[src/asup_pkg.sv]
// ----------------------------------------------------------------------------
// asup_pkg: shared types and constants of the arming supervisor
// Field widths, error and message codes, register indexes and reset values.
// ----------------------------------------------------------------------------
`default_nettype none

package asup_pkg;

	localparam int CHANNELS = 8;      // watchdog channels kept
	localparam int FEED_W   = 8;      // feed mask and channel enable width
	localparam int DT_W     = 8;      // elapsed time per tick
	localparam int PWR_W    = 3;
	localparam int TIME_W   = 12;     // hold time and watchdog timeout
	localparam int CNT_W    = 13;     // hold and silence counters
	localparam int ERR_W    = 3;
	localparam int MSG_W    = 3;
	localparam int CFG_IDX_W  = 2;
	localparam int CFG_DATA_W = TIME_W;

	localparam int IN_BITS   = 26;
	localparam int IN_TDATA_W  = 32;
	localparam int OUT_BITS  = 18;
	localparam int OUT_TDATA_W = 24;

	// Arm error codes, in falling priority from POWER down.
	localparam logic [ERR_W-1:0] ERR_OK    = 3'd0;
	localparam logic [ERR_W-1:0] ERR_IMU   = 3'd1;
	localparam logic [ERR_W-1:0] ERR_BARO  = 3'd2;
	localparam logic [ERR_W-1:0] ERR_MPU   = 3'd3;
	localparam logic [ERR_W-1:0] ERR_POWER = 3'd4;

	// Message events.
	localparam logic [MSG_W-1:0] MSG_NONE   = 3'd0;
	localparam logic [MSG_W-1:0] MSG_OK     = 3'd1;
	localparam logic [MSG_W-1:0] MSG_FAIL   = 3'd2;
	localparam logic [MSG_W-1:0] MSG_POWER  = 3'd3;
	localparam logic [MSG_W-1:0] MSG_LOCKED = 3'd4;

	// Configuration register indexes.
	localparam logic [CFG_IDX_W-1:0] REG_POWER_OK_MAX = 2'd0;
	localparam logic [CFG_IDX_W-1:0] REG_HOLD_TIME    = 2'd1;
	localparam logic [CFG_IDX_W-1:0] REG_WDOG_TIMEOUT = 2'd2;

	localparam logic [PWR_W-1:0]  POWER_OK_MAX_RST = 3'd2;
	localparam logic [TIME_W-1:0] HOLD_TIME_RST    = 12'd1500;
	localparam logic [TIME_W-1:0] WDOG_TIMEOUT_RST = 12'd500;

	// One tick request, last field in the lowest bits.
	typedef struct packed {
		logic [FEED_W-1:0] feed_mask;
		logic              unlock_button;
		logic              imu_ready;
		logic              baro_ok;
		logic              gyro_ok;
		logic              accel_ok;
		logic              save_pending;
		logic [PWR_W-1:0]  power_level;
		logic              sys_started;
		logic [DT_W-1:0]   elapsed_ms;
	} tick_t;

	// Arm side of one result.
	typedef struct packed {
		logic             imu_error_latch;
		logic             baro_error_latch;
		logic [MSG_W-1:0] message;
		logic [ERR_W-1:0] arm_error;
		logic             arm_request;
		logic             armed;
	} arm_status_t;

endpackage

`default_nettype wire

[src/asup_arm.sv]
// ----------------------------------------------------------------------------
// asup_arm: arm state machine, error checks and unlock button timer
// Computes the post-tick arm status and stores it when a tick is taken.
// ----------------------------------------------------------------------------
`default_nettype none

module asup_arm (
	input  wire                           clk,
	input  wire                           arst_n,
	input  wire                           step,
	input  asup_pkg::tick_t               tick,
	input  wire [asup_pkg::PWR_W-1:0]     power_ok_max,
	input  wire [asup_pkg::TIME_W-1:0]    hold_time_ms,
	output asup_pkg::arm_status_t         status_nxt
);
	import asup_pkg::*;

	logic             request_q, armed_q, baro_q, mpu_q;
	logic [ERR_W-1:0] error_q;
	logic [CNT_W-1:0] hold_q;

	logic             request_d, armed_d, baro_d, mpu_d;
	logic [ERR_W-1:0] error_d;
	logic [CNT_W-1:0] hold_d, hold_sum;
	logic [MSG_W-1:0] msg_d;
	logic             req_after_arm;

	assign hold_sum = hold_q + CNT_W'(tick.elapsed_ms);

	always_comb begin
		request_d     = request_q;
		armed_d       = armed_q;
		baro_d        = baro_q;
		mpu_d         = mpu_q;
		error_d       = error_q;
		hold_d        = hold_q;
		msg_d         = MSG_NONE;
		req_after_arm = request_q;
		if (tick.sys_started) begin
			// Prioritized precondition check; latches only set past the power check.
			if (tick.power_level > power_ok_max || tick.save_pending) begin
				error_d = ERR_POWER;
			end else if (!(tick.accel_ok && tick.gyro_ok)) begin
				error_d = ERR_MPU;
				mpu_d   = 1'b1;
			end else if (!tick.baro_ok) begin
				error_d = ERR_BARO;
				baro_d  = 1'b1;
			end else if (!tick.imu_ready) begin
				error_d = ERR_IMU;
			end else begin
				error_d = ERR_OK;
			end

			if (!armed_q) begin
				if (request_q) begin
					if (error_d == ERR_OK) begin
						armed_d = 1'b1;
						msg_d   = MSG_OK;
					end else begin
						req_after_arm = 1'b0;
						msg_d = (error_d == ERR_POWER) ? MSG_POWER : MSG_FAIL;
					end
				end
			end else begin
				if (!request_q)
					msg_d = MSG_LOCKED;
				armed_d = request_q;
			end

			// The toggle lands after the arm decision, so it acts next tick.
			request_d = req_after_arm;
			if (tick.unlock_button) begin
				if (hold_sum > CNT_W'(hold_time_ms)) begin
					hold_d    = '0;
					request_d = ~req_after_arm;
				end else begin
					hold_d = hold_sum;
				end
			end else begin
				hold_d = '0;
			end
		end
	end

	always_ff @(posedge clk or negedge arst_n) begin
		if (!arst_n) begin
			request_q <= 1'b0;
			armed_q   <= 1'b0;
			baro_q    <= 1'b0;
			mpu_q     <= 1'b0;
			error_q   <= ERR_OK;
			hold_q    <= '0;
		end else if (step) begin
			request_q <= request_d;
			armed_q   <= armed_d;
			baro_q    <= baro_d;
			mpu_q     <= mpu_d;
			error_q   <= error_d;
			hold_q    <= hold_d;
		end
	end

	assign status_nxt.armed            = armed_d;
	assign status_nxt.arm_request      = request_d;
	assign status_nxt.arm_error        = error_d;
	assign status_nxt.message          = msg_d;
	assign status_nxt.baro_error_latch = baro_d;
	assign status_nxt.imu_error_latch  = mpu_d;

endmodule

`default_nettype wire

[src/asup_watchdog.sv]
// ----------------------------------------------------------------------------
// asup_watchdog: per-channel silence counters and enable bits
// Each channel runs its own counter; a feed clears it, a timeout drops enable.
// ----------------------------------------------------------------------------
`default_nettype none

module asup_watchdog (
	input  wire                           clk,
	input  wire                           arst_n,
	input  wire                           step,
	input  wire                           sys_started,
	input  wire [asup_pkg::DT_W-1:0]      elapsed_ms,
	input  wire [asup_pkg::FEED_W-1:0]    feed_mask,
	input  wire [asup_pkg::TIME_W-1:0]    timeout_ms,
	output logic [asup_pkg::FEED_W-1:0]   enable_nxt
);
	import asup_pkg::*;

	logic [CHANNELS-1:0] en_d;

	for (genvar i = 0; i < CHANNELS; i++) begin : g_chan
		logic [CNT_W-1:0] cnt_q, cnt_fed, cnt_d;
		logic             en_q, en_nxt;
		logic             fed;

		if (i < FEED_W) begin : g_feed
			assign fed = feed_mask[i];
		end else begin : g_nofeed
			assign fed = 1'b0;
		end

		always_comb begin
			cnt_fed = fed ? '0 : cnt_q;
			cnt_d   = cnt_q;
			en_nxt  = en_q;
			if (sys_started) begin
				if (cnt_fed < CNT_W'(timeout_ms)) begin
					cnt_d  = cnt_fed + CNT_W'(elapsed_ms);
					en_nxt = 1'b1;
				end else begin
					cnt_d  = cnt_fed;
					en_nxt = 1'b0;
				end
			end
		end

		assign en_d[i] = en_nxt;

		always_ff @(posedge clk or negedge arst_n) begin
			if (!arst_n) begin
				cnt_q <= '0;
				en_q  <= 1'b0;
			end else if (step) begin
				cnt_q <= cnt_d;
				en_q  <= en_nxt;
			end
		end
	end

	for (genvar j = 0; j < FEED_W; j++) begin : g_out
		if (j < CHANNELS) begin : g_live
			assign enable_nxt[j] = en_d[j];
		end else begin : g_absent
			assign enable_nxt[j] = 1'b0;
		end
	end

endmodule

`default_nettype wire

[src/arming_supervisor_with_channel_watchdog.sv]
// ----------------------------------------------------------------------------
// arming_supervisor_with_channel_watchdog: arm supervisor and channel watchdog
// Takes one control tick per request and returns one status result per tick.
// ----------------------------------------------------------------------------
// Each tick passes through the input register, then the state update and the
// result register, before its result can be taken by the receiver.
// Throughput: one tick per cycle; the arm and watchdog state updates never
// hold a tick back, so the only limit is the output handshake.
// Reset (arst_n low, asynchronous): all state clears, the configuration
// returns to power_ok_max 2, hold time 1500 ms and watchdog timeout 500 ms.
`default_nettype none

module arming_supervisor_with_channel_watchdog (
	input  wire                                clk,
	input  wire                                arst_n,
	// Tick requests.
	input  wire                                s_axis_tvalid,
	output logic                               s_axis_tready,
	// tdata from bit 0: elapsed_ms[7:0], sys_started, power_level[2:0], save_pending,
	// accel_ok, gyro_ok, baro_ok, imu_ready, unlock_button, feed_mask[7:0], zero pad
	input  wire  [asup_pkg::IN_TDATA_W-1:0]    s_axis_tdata,
	// Status results.
	output logic                               m_axis_tvalid,
	input  wire                                m_axis_tready,
	// tdata from bit 0: armed, arm_request, arm_error[2:0], message[2:0],
	// channel_enable[7:0], baro_error_latch, imu_error_latch, zero pad
	output logic [asup_pkg::OUT_TDATA_W-1:0]   m_axis_tdata,
	// Configuration writes.
	input  wire                                cfg_we,
	input  wire  [asup_pkg::CFG_IDX_W-1:0]     cfg_index,
	input  wire  [asup_pkg::CFG_DATA_W-1:0]    cfg_data
);
	import asup_pkg::*;

	// Configuration registers.
	logic [PWR_W-1:0]  power_ok_max_q;
	logic [TIME_W-1:0] hold_time_q;
	logic [TIME_W-1:0] wdog_timeout_q;

	always_ff @(posedge clk or negedge arst_n) begin
		if (!arst_n) begin
			power_ok_max_q <= POWER_OK_MAX_RST;
			hold_time_q    <= HOLD_TIME_RST;
			wdog_timeout_q <= WDOG_TIMEOUT_RST;
		end else if (cfg_we) begin
			unique case (cfg_index)
				REG_POWER_OK_MAX: power_ok_max_q <= cfg_data[PWR_W-1:0];
				REG_HOLD_TIME:    hold_time_q    <= cfg_data;
				REG_WDOG_TIMEOUT: wdog_timeout_q <= cfg_data;
				default: ;
			endcase
		end
	end

	// Input register. A tick in it advances whenever the result register is
	// free or being emptied in the same cycle, so the state sees one tick per
	// cycle. A waiting result stalls the input only once this register is
	// also holding a tick.
	logic  valid_s1;
	tick_t tick_s1;
	logic  advance;

	assign advance       = valid_s1 && (!m_axis_tvalid || m_axis_tready);
	assign s_axis_tready = !valid_s1 || advance;

	always_ff @(posedge clk or negedge arst_n) begin
		if (!arst_n)
			valid_s1 <= 1'b0;
		else if (s_axis_tready)
			valid_s1 <= s_axis_tvalid;
	end

	always_ff @(posedge clk) begin
		if (s_axis_tready && s_axis_tvalid)
			tick_s1 <= tick_t'(s_axis_tdata[IN_BITS-1:0]);
	end

	// The state lives in the two units below; each reports the post-tick
	// values, which are committed to its state and captured as the result on
	// the same edge.
	arm_status_t      arm_nxt;
	logic [FEED_W-1:0] enable_nxt;

	asup_arm u_arm (
		.clk          (clk),
		.arst_n       (arst_n),
		.step         (advance),
		.tick         (tick_s1),
		.power_ok_max (power_ok_max_q),
		.hold_time_ms (hold_time_q),
		.status_nxt   (arm_nxt)
	);

	asup_watchdog u_watchdog (
		.clk         (clk),
		.arst_n      (arst_n),
		.step        (advance),
		.sys_started (tick_s1.sys_started),
		.elapsed_ms  (tick_s1.elapsed_ms),
		.feed_mask   (tick_s1.feed_mask),
		.timeout_ms  (wdog_timeout_q),
		.enable_nxt  (enable_nxt)
	);

	// Result register.
	logic [OUT_BITS-1:0] result_s2;

	always_ff @(posedge clk or negedge arst_n) begin
		if (!arst_n)
			m_axis_tvalid <= 1'b0;
		else if (advance)
			m_axis_tvalid <= 1'b1;
		else if (m_axis_tready)
			m_axis_tvalid <= 1'b0;
	end

	always_ff @(posedge clk) begin
		if (advance)
			result_s2 <= {arm_nxt.imu_error_latch, arm_nxt.baro_error_latch, enable_nxt,
				arm_nxt.message, arm_nxt.arm_error, arm_nxt.arm_request, arm_nxt.armed};
	end

	assign m_axis_tdata = {{(OUT_TDATA_W-OUT_BITS){1'b0}}, result_s2};

endmodule

`default_nettype wire

[config.mk]
export PLATFORM = sky130hd
export DESIGN_NAME = arming_supervisor_with_channel_watchdog
export DESIGN_NICKNAME = d
export VERILOG_FILES = /design/src/asup_pkg.sv /design/src/asup_arm.sv /design/src/asup_watchdog.sv /design/src/arming_supervisor_with_channel_watchdog.sv
export SDC_FILE = /design/constraint.sdc
export NUM_CORES = 1
export LEC_CHECK = 0
export ABC_CLOCK_PERIOD_IN_PS = 8400
export BUFFER_PORTS_ARGS = -buffer_cell sky130_fd_sc_hd__buf_2
export CORE_UTILIZATION = 30
export CTS_CLUSTER_SIZE = 28
export DETAILED_ROUTE_END_ITERATION = 8
export SLEW_MARGIN = 40
export SYNTH_ARGS = -nofsm -noshare
export SYNTH_HDL_FRONTEND = slang
export SYNTH_SLANG_ARGS = --single-unit
[constraint.sdc]
create_clock -name clk -period 8.4 [get_ports clk]
set_input_delay 0 -clock clk [delete_from_list [all_inputs] [get_ports clk]]
set_output_delay 0 -clock clk [all_outputs]
set_load 0.01 [all_outputs]
# Word level (Yosys, flattened, before mapping)

Cells that the tools add are included.

Bits of input ports: 51
Word-level logic and storage cells: 139
Register bits: 205
Output and inout port bits: 26

Mux-type cells: 62
Reduce and logical (&&, ||, !) cells: 15
Bitwise operators: 1
Add/subtract/negate cells: 9
$lt $le $gt $ge: 10
Eq/ne operators: 3

Operator list:

| cell                 | number |
|---|---|
| $mux W13             | 18 |
| $add A13 B8 Y13      | 9 |
| $lt A13 B12 Y1       | 8 |
| $mux W1              | 35 |
| $mux W3              | 9 |
| $gt A13 B12 Y1       | 1 |
| $reduce_and A2 Y1    | 4 |
| $eq A3 B3 Y1 const B | 1 |
| $gt A3 B3 Y1         | 1 |
| $logic_and A1 B1 Y1  | 3 |
| $logic_not A3 Y1     | 1 |
| $logic_or A1 B1 Y1   | 3 |
| $eq A2 B1 Y1 const B | 1 |
| $eq A2 B2 Y1 const B | 1 |
| $logic_not A1 Y1     | 2 |
| $logic_not A2 Y1     | 1 |
| $reduce_bool A2 Y1   | 1 |
| $not A1 Y1           | 1 |

# Depth between registers and ports, before layout

Depth in word-level cells: 14
Gate-level depth with buffers: 16
Mapped depth without buffers: 16

# Modules after synthesis

Synthesis repeated with hierarchy kept, for this count alone.

Cells, all modules: 1601
Area, all modules: 15239.6 sq um

Modules (own cells, without submodules):

| module                                  | instances | cells an instance | area an instance (sq um) | sequential area each (sq um) |
|---|---|---|---|---|
| asup_watchdog                           | 1         | 1274              | 10832.9                  | 2802.7 |
| arming_supervisor_with_channel_watchdog | 1         | 118               | 2606.2                   | 2064.5 |
| asup_arm                                | 1         | 209               | 1800.5                   | 500.5 |

# Worst setup path before layout

Ideal clock, no wire load.

Path type: flip-flop to flip-flop
Start point: register tick_s1[1] in the netlist's numbering
End point: register result_s2[1] (data pin)
Setup slack: 4794 ps
Data required time: 8130 ps
Stages on the path, launching flop included: 15
Buffers on the path: 0
Clock period less this slack: 3606 ps
Arrival time: 3336 ps
Setup time: 270 ps
Path through: edfxtp_1 inv_1 fa_1 nor2b_1 o31a_1 o2111ai_1 xnor2_1 ha_1 a21o_1 a21oi_1 o21ai_0 o31ai_1 a21boi_2 mux2i_1 a21oi_1

RTL lines:

| element                | RTL line                                       | RTL |
|---|---|---|
| from (decl)            | arming_supervisor_with_channel_watchdog.sv:60  | `tick_t tick_s1;` |
| from (signal assigned) | arming_supervisor_with_channel_watchdog.sv:75  | `tick_s1 <= tick_t'(s_axis_tdata[IN_BITS-1:0]);` |
| to (signal assigned)   | arming_supervisor_with_channel_watchdog.sv:119 | `result_s2 <= {arm_nxt.imu_error_latch, arm_nxt.baro_error_latch, enable_nxt,` |
| to (decl)              | arming_supervisor_with_channel_watchdog.sv:106 | `logic [OUT_BITS-1:0] result_s2;` |

# Final worst setup path

Start point: register tick_s1[1] in the netlist's numbering
End point: register u_arm.hold_q[1]

Cells in the longest elaborated chain, start to end: 4

RTL lines:

| element              | RTL line        | RTL |
|---|---|---|
| $add A13 B8 Y13 *    | asup_arm.sv:28  | `assign hold_sum = hold_q + CNT_W'(tick.elapsed_ms);` |
| $gt A13 B12 Y1       | asup_arm.sv:74  | `if (hold_sum > CNT_W'(hold_time_ms)) begin` |
| $mux W13 *           | asup_arm.sv:74  |  |
| $mux W13 *           | asup_arm.sv:73  | `if (tick.unlock_button) begin` |
| to (signal assigned) | asup_arm.sv:100 | `hold_q <= hold_d;` |
| to (decl)            | asup_arm.sv:20  | `logic [CNT_W-1:0] hold_q;` |

Mark *: on every way between the ends. The rest lies on a longest branch, timed or not.
A chain may end at the register's enable or synchronous reset.

==> impl_summary.md <==
Run
The reported max-cap violation count is 0.

Die
The chip width is 218 um. The height of the die is 218 um. The floorplan has 78 rows. The die covers 47700 um2. For this configuration, the core starts out at a cell density of 30.7%.

77 I/O pins were placed. The core area is 45800 um2.

Routing
Using the TritonRoute via totals, the vias-per-cell ratio works out to 5.14. The mean routed wirelength per cell is 17.0 um. The total wirelength of the detailed-routed design is 36700 um. The routed via count is 11110. Once detail routing completed, the nets flagged for antenna violations numbered 0. The first TritonRoute pass finished after 5 iterations.

The starting DRC count in detailed routing is 665. For this run, design rule violations remaining after detail routing come to 0.

Timing
The final number of max-transition violations is 0. Clock skew on the completed layout was measured at 0.0113 ns. The transition time of the tightest slew-check pin is 0.848 ns.

The number of hold violations in the final report is 0. The max-slew headroom at the worst pin is 43.1%. The worst slack on hold paths is 0.175 ns. The number of setup violations in the final report is 0.

The share of the clock period used by the worst path after layout is 55.5%. The aggregate negative setup slack is 0 ns. Static timing analysis puts the maximum clock frequency at 214 MHz. Setup repair after global routing left no endpoint under its margin. The routed design could run at a clock period as short as 4.66 ns.

Pwr
The power density of the placed cells is 264 nW/um2. In this run switching power makes up 36.4% of total power. The combinational share of power is 39.8%.

The register share of total power is 34.2%. The maximum vdd ir drop is 0.162 mV. In this run the power spent charging and discharging nets is 1590 uW. The leakage component of the power is 0.00746 uW. The share of total power dissipated in the clock network is 26.0%. Internal power comes to 2770 uW.

Layout
The count of nets after finishing is 1775. The fraction of final layout cells with drive strength greater than 1 is 12.6%. 0 antenna diodes ended up in the layout. Summing all flip-flop and latch instances after layout gives 5370 um2. The filler cell count in the final layout is 4514. The footprint of the multi-input gates is 8280 um2.

The synthesis-to-layout area growth is 17.3%.

Worst setup path
The library cell contributing the largest single delay on the critical path is sky130_fd_sc_hd__edfxtp_1. On the worst path, the slowest cell contributes a delay of 0.74 ns. STA puts the critical path data arrival time at 5.10 ns.

The cell occurring most often along the worst timing path is sky130_fd_sc_hd__o31ai_1. The worst setup path is captured at a register. Traced cell by cell, the critical path runs through inv_1 -> buf_4 -> fa_1 -> nor2b_1 -> o31a_1 -> o2111ai_1 -> xnor2_1 -> ha_1 -> a21o_1 -> a21oi_1 -> o21ai_0 -> o31ai_1 -> nand3_1 -> o31ai_1. The worst setup path is launched from a register. The worst setup path is of the reg -> reg kind. The data required time at the worst endpoint is 8.84 ns. The highest fanout seen on the critical path is 10.

Status
The run finished with clean final reports.

Logic synthesis
The synthesized area per cell is 9.92 um2. The cell count after synthesis is 1417. In the synthesized netlist, the cells that appear most often are 175 x sky130_fd_sc_hd__ha_1, 147 x sky130_fd_sc_hd__dfrtp_1, 115 x sky130_fd_sc_hd__nand2_1. After synthesis, flip-flops and latches occupy 38.2% of the total area. Yosys printed 0 warnings. The synthesized netlist contains 77 unique library cells. The number of synthesized flops with an enable pin is 44. The cell type contributing the most total cell area after synthesis is sky130_fd_sc_hd__dfrtp_1. The synthesized area is 14100 um2. By instance count, the leading cell after synthesis is sky130_fd_sc_hd__ha_1. Of all flip-flops after synthesis, the portion carrying an async set or reset was 78.5%. By area the synthesized netlist is led by sky130_fd_sc_hd__dfrtp_1 26%, sky130_fd_sc_hd__ha_1 16%, sky130_fd_sc_hd__edfxtp_1 9.4%. The synthesized flop and latch total is 205. The predominant post-synthesis flop cell is sky130_fd_sc_hd__dfrtp_1. The top-area cell type share of the netlist area is 26.2%.

Clocking
The count of clock tree sinks is 205. The clock passes through at most 3 buffers. The post-CTS setup buffer count is 0. Buffers inserted during clock tree synthesis total 26. The insertion delay to the later sink of the worst-skew pair is 0.54 ns.

The TritonCTS clock tree is yes. The clock-pin slew of the registers on the worst-case setup and hold paths is 0.06 ns. The maximum level of the CTS H-tree is 1. The CTS root buffer is sky130_fd_sc_hd__clkbuf_16.

Placement
The HPWL after detailed placement is 25000 um. Routability-driven placement finished with a final weighted congestion of 0.855. The quantity of I/O buffers inserted on ports is 64.

Worst hold path
The worst hold-check path type is in -> reg.

Global routing
The wire length of the first global-routing pass is 59700 um. The overflow left after global routing is 0. The number of global-route vias before repair was 11382. The number of antenna violations at the first check in global routing was 0. Entering global routing, the biggest net connects 103 pins. The overall routing resource usage is 15.7%.
cell usage in the layout (no fill, tap or decap), types with 11 or more instances in the layout:
master,netlist,final
sky130_fd_sc_hd__nand2_1,115,114
sky130_fd_sc_hd__nor2b_1,100,99
sky130_fd_sc_hd__o21a_1,14,14
sky130_fd_sc_hd__ha_1,175,175
sky130_fd_sc_hd__o21ai_1,18,18
sky130_fd_sc_hd__nand2b_1,40,40
sky130_fd_sc_hd__xor2_1,18,18
sky130_fd_sc_hd__edfxtp_1,44,44
sky130_fd_sc_hd__nand4_1,20,20
sky130_fd_sc_hd__dfrtp_1,147,147
sky130_fd_sc_hd__and2_1,13,12
sky130_fd_sc_hd__nor3_1,28,28
sky130_fd_sc_hd__o21bai_1,11,11
sky130_fd_sc_hd__nor2_1,67,67
sky130_fd_sc_hd__o21ai_0,73,73
sky130_fd_sc_hd__a22o_1,37,37
sky130_fd_sc_hd__a211oi_1,18,18
sky130_fd_sc_hd__mux2_2,32,32
sky130_fd_sc_hd__a21oi_1,76,76
sky130_fd_sc_hd__dfstp_2,14,14
sky130_fd_sc_hd__xnor2_1,31,31
sky130_fd_sc_hd__a21o_1,34,34
sky130_fd_sc_hd__inv_1,74,74
sky130_fd_sc_hd__nand3_1,30,30
sky130_fd_sc_hd__clkbuf_16,0,28
sky130_fd_sc_hd__dlygate4sd3_1,0,49
sky130_fd_sc_hd__buf_2,2,63
power by group through the flow:
stage	Sequential [uW]	Combinational, uW	Clock [uW]
floorplan	1450	1320	0
global placement	1500	1650	0
detailed placement	1500	1710	0
CTS	1490	1740	1160
global route	1530	1970	1200
finish	1490	1740	1130
state kept, by name (all words and copies together) (netlist names):
signal and cells:
valid_s1 1, u_arm.hold_q 13, hold_time_q 12, result_s2 18, u_arm.mpu_q 1, u_watchdog.g_chan.cnt_q 104, u_arm.request_q 1, wdog_timeout_q 12
m_axis_tvalid 1, power_ok_max_q 3, u_arm.error_q 3, u_watchdog.g_chan.en_q 8, tick_s1 26, u_arm.armed_q 1, u_arm.baro_q 1
final timing paths:
check / start / cells past startpoint / slack [ns] / end
setup / recovery: tick_s1[1] / 14 / 3.74 / u_arm.hold_q[1]
hold reg to reg: u_arm.mpu_q / 1 / 0.46 / u_arm.mpu_q
min in group asynchronous: arst_n / 3 / 0.48 / u_watchdog.g_chan[7].cnt_q[9]
hold / removal: s_axis_tdata[17] / 2 / 0.17 / tick_s1[17]
setup reg to reg: tick_s1[1] / 14 / 3.74 / u_arm.hold_q[1]
max in group asynchronous: arst_n / 5 / 6.70 / u_watchdog.g_chan[0].cnt_q[12]
metrics by stage:
step / power [uW] / cells / area [um2] / utilization (%) / worst slack [ns]
after global placement: 3150 / 2062 / 15100 / 33.0 / 3.80
after global routing: 4710 / 2160 / 16500 / 36.0 / 3.34
after detailed placement: 3210 / 2062 / 15100 / 33.0 / 3.71
final: 4360 / 2160 / 16500 / 36.0 / 3.74
after CTS: 4390 / 2158 / 16500 / 35.9 / 3.67
after floorplan: 2770 / 1422 / 14100 / - / 4.79
what timing repair did:
| action | in CTS | in global routing |
|---|---|---|
| hold endpoints to repair | 144 | 37 |
| endpoints found under the setup margin | 0 | 0 |
| gates resized for setup | 0 | 0 |
| hold buffers | 48 | 1 |
cell type report:
type / instances / area share, %
Multi-Input combinational cell: 1107 / 50.2
Clock inverter: 18 / 0.994
Clock buffer: 30 / 4.35
Inverter: 76 / 1.73
Timing Repair Buffer: 124 / 5.62
Sequential cell: 205 / 32.5
Tap cell: 600 / 4.55
metal layers:
metal | part of all wire (%) | global-route usage, % | routed length [um]
met5 | 0 | 0 | 0
met4 | 3.6 | 6.34 | 1330
met3 | 3.9 | 1.80 | 1430
met2 | 46 | 26.2 | 16900
met1 | 46 | 20.6 | 17100
cells by family after synthesis:
family                   count (synthesis)  share of synthesized area [%]
other                                    1                         0.0267
XOR/XNOR                                49                           3.05
multiplexers                            40                           3.13
buffers and inverters                  110                           3.12
adder cells (fa/ha/maj)                184                           16.9
AND/OR/NAND/NOR                        462                           17.3
AO/OA/AOI/OAI                          366                           18.4
flip-flops                             205                           38.2
worst max-delay path: cells and delay by family, from the launching register on:
kind,cells,cell delay (ns)
buf+inv,2,0.64
flops,1,0.74
fa+ha+maj,2,0.76
xor+xnor,1,0.23
compound gates,7,1.60
simple gates,2,0.60
No activity file was read; power rests on OpenSTA's default activity.
